## src/rtl/core/ibrr_pkg.sv

```systemverilog
// Shared types and constants for the IPv4 binary range route lookup block.
// No dependencies; every other file of the block uses it by scoped names.
`timescale 1ns / 1ps

package ibrr_pkg;

   localparam int ADDR_W  = 32;   // IPv4 address width
   localparam int LEN_W   = 6;    // prefix length field width
   localparam int SLOT_W  = 10;   // entry_index and match_index width
   localparam int COUNT_W = 11;   // entry_count register width

   localparam logic [LEN_W-1:0] MAX_LEN = LEN_W'(ADDR_W);

   localparam logic OP_WRITE  = 1'b0;
   localparam logic OP_LOOKUP = 1'b1;

   // Outcome of one probe of the compare unit.
   typedef struct packed {
      logic contains;   // lower < address <= upper
      logic go_left;    // address <= lower
   } probe_result_type;

endpackage

```

## src/rtl/core/ibrr_range.sv

```systemverilog
// Converts a prefix and a length into the stored range (lower, upper].
// Depends on ibrr_pkg.
`timescale 1ns / 1ps

module ibrr_range (
   input  logic [ibrr_pkg::ADDR_W-1:0] prefix_address,
   input  logic [ibrr_pkg::LEN_W-1:0]  prefix_length,
   output logic [ibrr_pkg::ADDR_W-1:0] lower,
   output logic [ibrr_pkg::ADDR_W-1:0] upper
);

   logic [ibrr_pkg::LEN_W-1:0]  len_clamped;
   logic [ibrr_pkg::ADDR_W-1:0] mask;
   logic [ibrr_pkg::ADDR_W-1:0] base;

   always_comb begin
      len_clamped = (prefix_length > ibrr_pkg::MAX_LEN) ? ibrr_pkg::MAX_LEN : prefix_length;
      // A shift by the full width yields zero, so length 32 gives an all-ones mask.
      mask  = ~({ibrr_pkg::ADDR_W{1'b1}} >> len_clamped);
      base  = prefix_address & mask;
      lower = (base == '0) ? '0 : base - ibrr_pkg::ADDR_W'(1);
      upper = base | ~mask;
   end

endmodule

```

## config.mk

```make
export PLATFORM = sky130hd
export DESIGN_NAME = ibrr_range
export DESIGN_NICKNAME = d
export VERILOG_FILES = /design/src/rtl/core/ibrr_pkg.sv /design/src/rtl/core/ibrr_range.sv
export SDC_FILE = /design/constraint.sdc
export NUM_CORES = 1
export LEC_CHECK = 0
export BUFFER_PORTS_ARGS = -buffer_cell sky130_fd_sc_hd__buf_2
export CORE_ASPECT_RATIO = 1.5
export CORE_MARGIN = 2
export CORE_UTILIZATION = 45
export DETAILED_ROUTE_END_ITERATION = 16
export GPL_ROUTABILITY_DRIVEN = 0
export PLACE_DENSITY = 0.77
export SLEW_MARGIN = 10
export SYNTH_ARGS = -nofsm -noshare
export SYNTH_HDL_FRONTEND = slang
export SYNTH_SLANG_ARGS = --single-unit
```

## constraint.sdc

```tcl
create_clock -name vclk -period 3
set_input_delay 0.3 -clock vclk [all_inputs]
set_output_delay 0.3 -clock vclk [all_outputs]
set_load 0.005 [all_outputs]
```

=== Word-level counts from Yosys, hierarchy flattened ===
Cells that the tools add are included.

* Flip-flop bits (word level): 0
* Input bits: 38
* Output and inout bits: 64
* Logic and storage cells: 10

* Add/sub/neg operators: 1
* $lt $le $gt $ge: 1
* Shifts and indexed selects: 1
* Multiplexer cells: 2
* Bitwise logic cells: 4
* Reduce and logical (&&, ||, !) cells: 1

{| class="wikitable"
|+ Operators with widths
! cell !! count
|-
| NOT 32 bit || 2
|-
| AND 32 bit || 1
|-
| zero test 32 bit || 1
|-
| two-way mux 32 bit || 1
|-
| bitwise OR 32 bit || 1
|-
| >> shifter 32 x 6 -> 32 bit, first input constant || 1
|-
| subtractor 32 x 1 -> 32 bit, second input constant || 1
|-
| > comparator 6 bit, second input constant || 1
|-
| two-way mux 6 bit || 1
|}

=== Logic depth before layout (Yosys ltp) ===
* Word-level depth: 7
* Gate-level depth with buffers: 11
* Mapped depth without buffers: 9

=== Worst setup path before layout ===
No wires, ideal clock.

* Path kind: input-to-output
* From: input port prefix_length[5] in the netlist's numbering
* To: output port lower[28] in the netlist's numbering
* Arrival time: 2517 ps
* Required time: 2700 ps
* Path slack: 183 ps
* Stages on the path: 10
* Buffers on the path: 3
* Cells stage by stage: buf_6 -> buf_2 -> clkbuf_1 -> o21ai_0 -> ha_1 -> o21ai_2 -> nor4b_4 -> nand2_1 -> or4_1 -> a21oi_1

* Word-level cells in the longest chain between the ends: 7
* Elaborated cells on any way between the ends: 8
* Classes of those cells: add/sub: 1; order compare: 1; shift: 1; mux: 2; bitwise: 2; reduce/logical: 1

{| class="wikitable"
|+ Ends and longest elaborated chain
! element !! line !! source
|-
| start: declaration || ibrr_range.sv:7 || <nowiki>input logic [ibrr_pkg::LEN_W-1:0] prefix_length,</nowiki>
|-
| > comparator 6 bit || ibrr_range.sv:17 || <nowiki>len_clamped = (prefix_length > ibrr_pkg::MAX_LEN) ? ibrr_pkg::MAX_LEN : prefix_length;</nowiki>
|-
| two-way mux 6 bit * || ibrr_range.sv:17 ||
|-
| >> shifter 32 x 6 -> 32 bit * || ibrr_range.sv:19 || <nowiki>mask = ~({ibrr_pkg::ADDR_W{1'b1}} >> len_clamped);</nowiki>
|-
| NOT 32 bit * || ibrr_range.sv:19 ||
|-
| AND 32 bit * || ibrr_range.sv:20 || <nowiki>base = prefix_address & mask;</nowiki>
|-
| subtractor 32 x 1 -> 32 bit / zero test 32 bit (equally long branches) || ibrr_range.sv:21 || <nowiki>lower = (base == '0) ? '0 : base - ibrr_pkg::ADDR_W'(1);</nowiki>
|-
| two-way mux 32 bit * || ibrr_range.sv:21 ||
|-
| end: declaration || ibrr_range.sv:8 || <nowiki>output logic [ibrr_pkg::ADDR_W-1:0] lower,</nowiki>
|}

Mark *: on every way between the ends. The rest lies on a longest branch, timed or not.

=== Final worst setup path ===
* From: input port prefix_length[1] in the netlist's numbering
* To: output port lower[30] in the netlist's numbering

Same word-level chain as after synthesis.

==> flow_summary_export.csv <==
group,metric,value,unit
run_status,status,"finished, final reports clean",
synthesis,synth_top_area_share,7.22,%
synthesis,synth_area,1870,µm²
timing,min_period,2.87,ns
layout,syn2layout_area_growth,37.6,%
synthesis,syn_nets,323,
global_route,grt_max_degree,21,
pwr,combPwrFrac,100.0,%
placed_design,portBuffers,102,
synthesis,yosys.area.top_type,"a21oi_1",
synthesis,synth_most_common_cell,"nor2_1",
synthesis,synth_commonest_cells,"35 x nor2_1, 27 x a21oi_1, 22 x nand2_1, 17 x o21ai_0, 12 x or2_2",
synthesis,syn_inst,283,
layout,antenna_cells,0,
layout,design.seq.count,0,
pwr,p_clk_share,0,%
route,drt-initial-drc-count,132,
layout,nClkBuffers,0,
layout,fill_cells,384,
floorplan,die_w,56.7,µm
global_route,grt_pass1_vias,2476,
floorplan,pin_count,102,
route,viasPerCell,6.11,
synthesis,syn_avg_cell_area,6.61,µm²
pwr,leakagePower,1.11,nW
pwr,pwr-share-seq,0,%
layout,drive_gt1_share,43.0,%
layout,fin_cells,443,
floorplan,die-area,4700,µm²
floorplan,die_h,83.0,µm
timing,drv_slew,0,
route,post_drt_wl_per_cell,15.3,µm
timing,final_hold_viol_count,0,
timing,post-route-period-util,95.6,%
layout,multi_input_area,1730,µm²
floorplan,floorplan.initialDensity,47.3,%
timing,hold_slack,0.851,ns
route,vias,2708,
floorplan,rows,28,
timing,rsz0062_at_grt,"false",
cts,postCtsHoldBufs,0,
global_route,grt.total_usage,26.5,%
timing,slew_headroom,61.7,%
synthesis,yosysUniqueCellTypes,62,
pwr,power.density,153,nW/µm²
timing,setup_tns,0,ns
layout,nets,440,
worst_setup_path,crit_required,2.70,ns
layout,seq_area,0,µm²
global_route,antenna_found_initial,0,
floorplan,coreArea,3960,µm²
placed_design,dpl.hpwl,5.42,mm
route,route.detailed.drc,0,
pwr,p_int,0.177,mW
synthesis,ys_warn_count,0,
worst_setup_path,cp_data_arrival_time,2.57,ns
worst_setup_path,worstSetupPathType,"in -> out",
route,drtAntennaViolNets,0,
timing,setup_viol,0,
route,first_pass_iters,5,
flow_run,drv_cap,0,
synthesis,ys_seq_area_share,0,%
global_route,grt_pass1_wl,10.8,mm
route,wirelength,6.76,mm
pwr,net-switching-power,0.216,mW
timing,fmax,349,MHz
pwr,ir_drop,0.0000998,V
global_route,gr-total-overflow,0,
synthesis,synth.area.top_cells,"a21oi_1 7.2%, nor2_1 7.0%, o21ai_0 4.5%",
worst_setup_path,startpoint_type,"input pin",
hold_path,hold_class,"in -> out",
placed_design,placed_cells,440,
timing,tightestPinTransition,0.572,ns
pwr,swShare,55.0,%
worst_setup_path,crit_fanout,17,
worst_setup_path,end_kind,"output port",
logic make-up (layout without fill, tap and decap cells):
kind of cell,Yosys count,in the layout,share of synthesized area [%]
and+or+nand+nor,140,140,44.6
AOI/OAI and AO/OA,103,103,39.5
buffers and inverters,26,141,8.96
adders and majority gates,2,2,1.34
xor gates and xnor gates,12,12,5.62
timing repair:
item / CTS / global route
resized for setup: 0 / 8
endpoints found under the setup margin: 0 / 20
setup buffers: 0 / 3
layer usage:
layer  vias to the layer above  track usage [%]  share of wire [%]
li1                       1291                -                  -
met1                      1246             30.3                 38
met2                       151             50.7                 54
met3                        20            0.623                6.3
met4                         0             8.87                2.5
met5                         -                0                  0
per-stage QoR:
stage                     setup WS [ns]  utilization, %  cell area, µm²  power [mW]
final                             0.131            65.0            2570       0.394
after floorplan                   0.183               -            1870       0.223
after CTS                         0.118            63.6            2520       0.381
after detailed placement          0.139            63.6            2520       0.379
after global routing             0.0178            65.0            2570       0.428
after global placement            0.150            63.6            2520       0.373
final timing paths:
path / startpoint / to / slack, ns / depth (start not counted)
setup / recovery: prefix_length[1] / lower[30] / 0.13 / 10
hold / removal: prefix_address[17] / upper[17] / 0.85 / 3
power groups by stage:
stage | Sequential [mW] | Clock (mW) | Combinational (mW)
after CTS | 0 | 0 | 0.381
after global routing | 0 | 0 | 0.428
final | 0 | 0 | 0.394
after floorplan | 0 | 0 | 0.223
after global placement | 0 | 0 | 0.373
after detailed placement | 0 | 0 | 0.379
cell type report:
type,instances,share of cell area (%)
multi-input combinational,257,67.3
inverter,6,0.875
timing repair buffer,135,29.6
tap,45,2.19
layout by cell type, fill, tap and decap left out, types with 3 or more instances in the layout:
| cell | netlist | layout |
|---|---|---|
| o21ai_0 | 17 | 16 |
| inv_1 | 4 | 4 |
| xor2_1 | 3 | 3 |
| nand2_1 | 22 | 22 |
| or3_1 | 8 | 8 |
| nor4_2 | 3 | 3 |
| nand2b_1 | 11 | 11 |
| nand4_1 | 7 | 7 |
| nand3_1 | 9 | 8 |
| a21o_1 | 8 | 8 |
| nor2_1 | 35 | 35 |
| or4_1 | 4 | 4 |
| o31ai_1 | 5 | 5 |
| nor3_1 | 3 | 3 |
| nor2b_1 | 8 | 8 |
| buf_2 | 8 | 102 |
| or2_2 | 12 | 12 |
| a21boi_0 | 3 | 3 |
| xnor2_1 | 9 | 9 |
| o21bai_1 | 3 | 3 |
| nor4_4 | 3 | 3 |
| a21oi_1 | 27 | 27 |
| o211ai_1 | 7 | 7 |
| buf_4 | 4 | 32 |
| a21boi_1 | 4 | 4 |
worst max-delay path, stage by stage:
cell and delay, ns:
buf_2 0.14, buf_6 0.17, nor4_4 0.41, and2b_1 0.26, o21ai_4 0.25, nand3_4 0.15
buf_4 0.20, a2111o_1 0.39, a21oi_1 0.16, buf_2 0.13
No activity file was read; power rests on OpenSTA's default activity.
