$ cat config.mk
export PLATFORM = sky130hd
export DESIGN_NAME = ibrr_cmp
export DESIGN_NICKNAME = d
export VERILOG_FILES = /design/src/rtl/core/ibrr_pkg.sv /design/src/rtl/core/ibrr_cmp.sv
export SDC_FILE = /design/constraint.sdc
export NUM_CORES = 1
export LEC_CHECK = 0
export BUFFER_PORTS_ARGS = -buffer_cell sky130_fd_sc_hd__buf_2
export CELL_PAD_IN_SITES_DETAIL_PLACEMENT = 1
export CELL_PAD_IN_SITES_GLOBAL_PLACEMENT = 1
export CORE_MARGIN = 2
export CORE_UTILIZATION = 31
export DETAILED_ROUTE_END_ITERATION = 10
export PLACE_DENSITY_LB_ADDON = 0.08
export SYNTH_ARGS = -nofsm -noshare
export SYNTH_HDL_FRONTEND = slang
export SYNTH_SLANG_ARGS = --single-unit
$ cat constraint.sdc
create_clock -name vclk -period 1.95
set_input_delay 0.0975 -clock vclk [all_inputs]
set_output_delay 0.0975 -clock vclk [all_outputs]
set_load 0.005 [all_outputs]
$ cat src/rtl/core/ibrr_pkg.sv
// Shared types and constants for the IPv4 binary range route lookup block.
// No dependencies; every other file of the block uses it by scoped names.
`timescale 1ns / 1ps

package ibrr_pkg;

   localparam int ADDR_W  = 32;   // IPv4 address width
   localparam int LEN_W   = 6;    // prefix length field width
   localparam int SLOT_W  = 10;   // entry_index and match_index width
   localparam int COUNT_W = 11;   // entry_count register width

   localparam logic [LEN_W-1:0] MAX_LEN = LEN_W'(ADDR_W);

   localparam logic OP_WRITE  = 1'b0;
   localparam logic OP_LOOKUP = 1'b1;

   // Outcome of one probe of the compare unit.
   typedef struct packed {
      logic contains;   // lower < address <= upper
      logic go_left;    // address <= lower
   } probe_result_type;

endpackage

$ cat src/rtl/core/ibrr_cmp.sv
// Shared compare unit: tests one probed range against the search address.
// Depends on ibrr_pkg.
`timescale 1ns / 1ps

module ibrr_cmp (
   input  logic [ibrr_pkg::ADDR_W-1:0] address,
   input  logic [ibrr_pkg::ADDR_W-1:0] lower,
   input  logic [ibrr_pkg::ADDR_W-1:0] upper,
   output ibrr_pkg::probe_result_type  result
);

   always_comb begin
      result.go_left  = (address <= lower);
      result.contains = !result.go_left && (address <= upper);
   end

endmodule

Word level (Yosys, flattened, before mapping)

Cells that the tools add are included.

Word-level logic and storage cells: 4
Output and inout port bits: 2
Bits in registers: 0

Magnitude comparators: 2
Reductions and logical operators: 2

Operator list:

| cell                            | number |
|---|---|
| 32-bit less-or-equal comparator | 2 |
| 1-bit logical AND               | 1 |
| 1-bit zero test                 | 1 |

Longest topological paths before layout

Gate-level depths: netlist (run 1).

Depth in word-level cells: 3
Gate-level depth with buffers: 8

Least setup slack after synthesis (run 1)

No wires, ideal clock.

Path kind: input -> output
Start: in upper[13] (netlist name)
End: out result[1] (netlist name)
Cell stages on the path: 8
Path slack: 0.461 ns
Arrival time: 1.392 ns
Cells stage by stage: inv_1 > ha_1 > and4_4 > nand4_4 > nor4_2 > nand2b_1 > a21oi_1 > a211oi_2

RTL lines:

| what               | line          | source |
|---|---|---|
| start: declaration | ibrr_cmp.sv:8 | `input logic [ibrr_pkg::ADDR_W-1:0] upper,` |
| end: declaration   | ibrr_cmp.sv:9 | `output ibrr_pkg::probe_result_type result` |

==> flow_metrics.env, run 1 <==
export IMPL_status="finished, final reports clean"
export IMPL_rsz0062_at_grt="false"
export IMPL_gp_congestion=0.7575
export IMPL_track_usage_pct=15.17
export IMPL_p_int_mw=0.2081
export IMPL_fmax_mhz=548.7
export IMPL_core_sq_mm=0.005172
export IMPL_overflow=0
export IMPL_maxSlewHeadroom_pct=77.26
export IMPL_grt_pass1_vias=1892
export IMPL_dr_pass1_iters=4
export IMPL_synth_area_sq_mm=0.001693
export IMPL_crit_type="in2out"
export IMPL_critical_path_arrival_ps=1720
export IMPL_rows=26
export IMPL_start_util_pct=32.73
export IMPL_synth_distinct_cells=29
export IMPL_fin_crit_sh_pct=93.46
export IMPL_drc=0
export IMPL_worstSetupStartpointType="input port"
export IMPL_antenna_found_initial=0
export IMPL_drtAntennaViolNets=0
export IMPL_cp_data_required_time_ps=1850
export IMPL_hpwl_um=4484
export IMPL_seq_cell_count=0
export IMPL_seqPwrFrac_pct=0
export IMPL_wirelength_um=4705
export IMPL_setup_violations=0
export IMPL_nets=498
export IMPL_die_area_sq_mm=0.006068
export IMPL_power_density_mw_per_mm2=187.0
export IMPL_die_h_um=77.90
export IMPL_fp_dieW_um=77.90
export IMPL_vias=1898
export IMPL_areaGrowthSynthToFinish_pct=35.62
export IMPL_grt_max_degree=5
export IMPL_diodes=0
export IMPL_placedInstanceArea_sq_mm=0.002271
export IMPL_hold_end="result[1]"
export IMPL_dr_first_iter_drc_count=21
export IMPL_wl_per_cell_um=11.59
export IMPL_clockPowerShare_pct=0
export IMPL_portBuffers=98
export IMPL_ir_worst_vdd_uv=65.80
export IMPL_finalCriticalPeriod_ps=1822
export IMPL_pwr_share_comb_pct=100.0
export IMPL_vias_per_cell=4.675
export IMPL_holdCritPathClass="in2out"
export IMPL_worst_pin_slew_ps=341.1
export IMPL_register_area_sq_um=0
export IMPL_hold_violations=0
export IMPL_io_pins=98
export IMPL_yosysWarnings=0
export IMPL_fin_total_pwr_mw=0.4293
export IMPL_p_leak_nw=1.449
export IMPL_endpoint_kind="output pin"
export IMPL_synth_top_area_share_pct=47.30
export IMPL_final_area_sq_mm=0.002296
export IMPL_switchingPower_mw=0.2212
export IMPL_maxCapViolations=0
export IMPL_synth_area_leader_cell="ha_1"
export IMPL_yosysSeqAreaShare_pct=0
export IMPL_switching_share_pct=51.53
export IMPL_avgSynthCellArea_sq_um=7.143
export IMPL_hold_start="address[31]"
export IMPL_syn_inst=237
export IMPL_synth_area_leaders="ha_1 47%, inv_1 15%, a21oi_1 9.2%, nand2_1 4.2%, nand4_1 4.1%"
export IMPL_drive_above_1_share_pct=32.74
export IMPL_grt_pass1_wl_um=7983
export IMPL_clockBufferCount=0
export IMPL_synth_fp_nets=397
export IMPL_timing_setup_tns_ps=0
export IMPL_cts_hold_repair_buffers=0
export IMPL_hold_depth=6
export IMPL_whs_ps=754.3
export IMPL_slew_viol_final=0
export IMPL_fillers=700
export IMPL_crit_path_max_fanout=4
## worst max-delay path: stages
cell      delay, ps
buf_2           110
ha_1            300
nand4_1         130
or2_4           300
nor4_4          310
nand2_1         110
a211oi_2        220
buf_2           150
## worst max-delay path by stage
stage,start,end,slack (ps),cells past startpoint
after floorplan,upper[13],result[1],460,8
after global placement,address[29],result[1],130,8
after detailed placement,address[29],result[1],60,8
after CTS,address[29],result[1],60,8
after global routing,upper[15],result[1],30,10
final,address[29],result[1],130,8
## through the flow
step           worst slack [ps]  util [%]  instances
2_1_floorplan             460.9         -        237
3_3_place_gp              134.8     43.90        405
3_5_place_dp              60.04     43.90        405
4_1_cts                   59.40     43.90        405
5_1_grt                   32.88     44.39        406
6_report                  127.6     44.39        406
## routing by layer
layer | part of all wire, % | up-vias | global-route usage (%) | wire length [um]
met2 | 43 | 56 | 25.52 | 2042
met5 | 0 | - | 0 | 0
met1 | 50 | 822 | 22.43 | 2369
li1 | - | 1020 | - | -
met3 | 6.2 | 0 | 1.047 | 293
met4 | 0 | 0 | 0 | 0
## cell type report
class                           count  area, sq um  area share, %
Inverter                           66        247.7          10.79
Multi-Input combinational cell    171         1463          63.71
Tap cell                           70        87.58          3.815
Timing Repair Buffer               99        498.0          21.69
## cells in the mapped netlist, drive strengths merged, types with 2 or more instances
cell type,n
o21ai,10
nor3,4
nor4,3
nand4,14
inv,66
nand2,19
a21oi,31
nor2,6
ha,64
nand3,3
nor2b,2
a21o,2
## power groups by stage
| stage | combinational [mW] | sequential (mW) | clock (mW) |
|---|---|---|---|
| 5_1_grt | 0.500 | 0 | 0 |
| 3_5_place_dp | 0.427 | 0 | 0 |
| 2_1_floorplan | 0.245 | 0 | 0 |
| 6_report | 0.429 | 0 | 0 |
| 4_1_cts | 0.431 | 0 | 0 |
| 3_3_place_gp | 0.420 | 0 | 0 |
## cells in the final DEF (no fill, tap or decap)
cell      instances
or2_4             1
nor3_1            3
a32oi_1           1
a21o_1            2
and2_2            1
ha_1             64
buf_2            98
inv_1            66
nor2b_1           2
buf_4             1
nor2_1            6
nand4_4           1
o211ai_1          1
nand2b_1          1
o41ai_1           1
a221oi_1          1
a2111o_1          1
nor4_4            3
a31oi_1           1
nand2_1          19
nor3_2            1
nand4_1          11
a211oi_2          1
o21ai_0          10
nand4_2           2
a21oi_1          31
and4_4            1
a221o_1           1
nand3_1           3
a311oi_1          1
## kinds of logic after synthesis
family | synth area share, %
buf+inv | 14.63
fa+ha+maj | 47.30
compound gates | 17.89
simple gates | 20.18
## repair_timing
item / CTS / global route
setup buffers: 0 / 1
endpoints found under the setup margin: 0 / 1
resized for setup: 0 / 2
Power figures use the tool's default switching activity.
==> run 2, diff against run 1 <==
- SETUP_SLACK_MARGIN: not set -> 0.5
- TNS_END_PERCENT: not set -> 20
==> run 2 against run 1 <==
Die area stayed put. Sequential cell count is the same. Final cell count up 0.25%. Critical endpoint unchanged. Total power grew 11%.
==> flow_metrics.env, run 2 (same netlist as run 1, synthesis figures left out) <==
export IMPL_finalCriticalPeriod_ps=1770
export IMPL_setup_slack_ps=180.0
export IMPL_fillers=711
export IMPL_dr_first_iter_drc_count=28
export IMPL_dp_cells=405
export IMPL_rsz0062_at_grt="true"
export IMPL_gp_congestion=0.7869
export IMPL_portBuffers=98
export IMPL_clockBufferCount=0
export IMPL_areaGrowthSynthToFinish_pct=45.60
export IMPL_drc=0
export IMPL_instances_no_fill=407
export IMPL_setup_violations=0
export IMPL_die_h_um=77.90
export IMPL_hpwl_um=4589
export IMPL_critPathTopFamily="simple AND/OR/NAND/NOR gates"
export IMPL_grt_pass1_wl_um=8556
export IMPL_whs_ps=804.3
export IMPL_dr_pass1_iters=4
export IMPL_core_sq_mm=0.005172
export IMPL_antenna_found_initial=0
export IMPL_status="finished, final reports clean"
export IMPL_maxCapViolations=0
export IMPL_critPathMaxStageDelay_ps=330
export IMPL_endpoint_kind="output pin"
export IMPL_vias_per_cell=4.759
export IMPL_crit_path_max_fanout=3
export IMPL_fmax_mhz=565.0
export IMPL_power_density_mw_per_mm2=193.8
export IMPL_hold_violations=0
export IMPL_layout_common_cells="98 x buf_2, 63 x inv_1, 53 x ha_1"
export IMPL_holdCritPathClass="in2out"
export IMPL_critical_path_arrival_ps=1670
export IMPL_rows=26
export IMPL_overflow=0
export IMPL_crit_path_top_delay_cell="nor4_4"
export IMPL_drive_above_1_share_pct=37.98
export IMPL_diodes=0
export IMPL_worstSetupStartpointType="input port"
export IMPL_io_pins=98
export IMPL_cp_data_required_time_ps=1850
export IMPL_seq_cell_count=0
export IMPL_fp_dieW_um=77.90
export IMPL_grt_max_degree=5
export IMPL_crit_type="in2out"
export IMPL_wl_per_cell_um=12.29
export IMPL_final_area_sq_mm=0.002465
export IMPL_track_usage_pct=16.43
export IMPL_maxSlewHeadroom_pct=80.23
export IMPL_wirelength_um=5004
export IMPL_ir_worst_vdd_uv=63.32
export IMPL_critPathMostFrequentCell="buf_2"
export IMPL_drtAntennaViolNets=0
export IMPL_start_util_pct=32.73
export IMPL_slew_viol_final=0
export IMPL_timing_setup_tns_ps=0
export IMPL_fin_crit_sh_pct=90.77
export IMPL_final_common_cell="buf_2"
export IMPL_crit_chain="buf_2 > ha_4 > nand4_1 > nor4_4 > o41ai_2 > a31oi_1 > nor3_2 > a211oi_2 > buf_2"
export IMPL_vias=1937
export IMPL_register_area_sq_um=0
export IMPL_multiInputGateArea_sq_mm=0.001624
export IMPL_p_leak_nw=1.438
export IMPL_grt_pass1_vias=2051
export IMPL_place_ws_ps=106.3
export IMPL_placedInstanceArea_sq_mm=0.002351
export IMPL_die_area_sq_mm=0.006068
export IMPL_nets=499
export IMPL_worst_pin_slew_ps=294.6
export IMPL_path_buf_inv=2
## run 2: cell count changes in the layout (fill, tap and decap cells not counted), moves of 2 or more
cell	delta
ha_4	+11
inv_1	-3
a21oi_2	+2
nand4_2	-2
ha_1	-11
inv_2	+3
a21oi_1	-2
nand4_4	+2
## run 2: routing by layer
layer / vias to the layer above / share of wire (%) / GRT usage [%]
li1: 1021 / - / -
met2: 57 / 49 / 31.64
met3: 0 / 5.4 / 1.163
met5: - / 0 / 0
met4: 0 / 0 / 0
met1: 859 / 46 / 21.04
## run 2: layout make-up
type	count	share of cell area [%]
inverters	66	10.05
multi-input cells	171	65.89
well taps	70	3.553
repair buffers	100	20.51
## run 2: final timing paths
| path | start | to | slack [ps] | cells after the start |
|---|---|---|---|---|
| max | address[30] | result[1] | 180 | 9 |
| min | address[31] | result[1] | 800 | 6 |
## run 2: what timing repair did
action | in CTS | in global routing
hold buffers | 0 | 0
setup buffers | 2 | 0
endpoints found under the setup margin | 2 | 2
pin swaps | 6 | 0
gates resized for setup | 10 | 0
## run 2: power breakdown
group          internal [mW]  switching, mW  total (mW)  leakage (nW)
Combinational          0.236          0.242       0.478          1.44
Clock                      0              0           0             0
Sequential                 0              0           0             0
Total                  0.236          0.242       0.478          1.44
## run 2: stage by stage
stage	util, %	power (mW)
6_report	47.65	0.4776
5_1_grt	47.65	0.5514
4_1_cts	47.65	0.4859
3_5_place_dp	45.45	0.4535
3_3_place_gp	45.45	0.4437
2_1_floorplan	-	0.2610
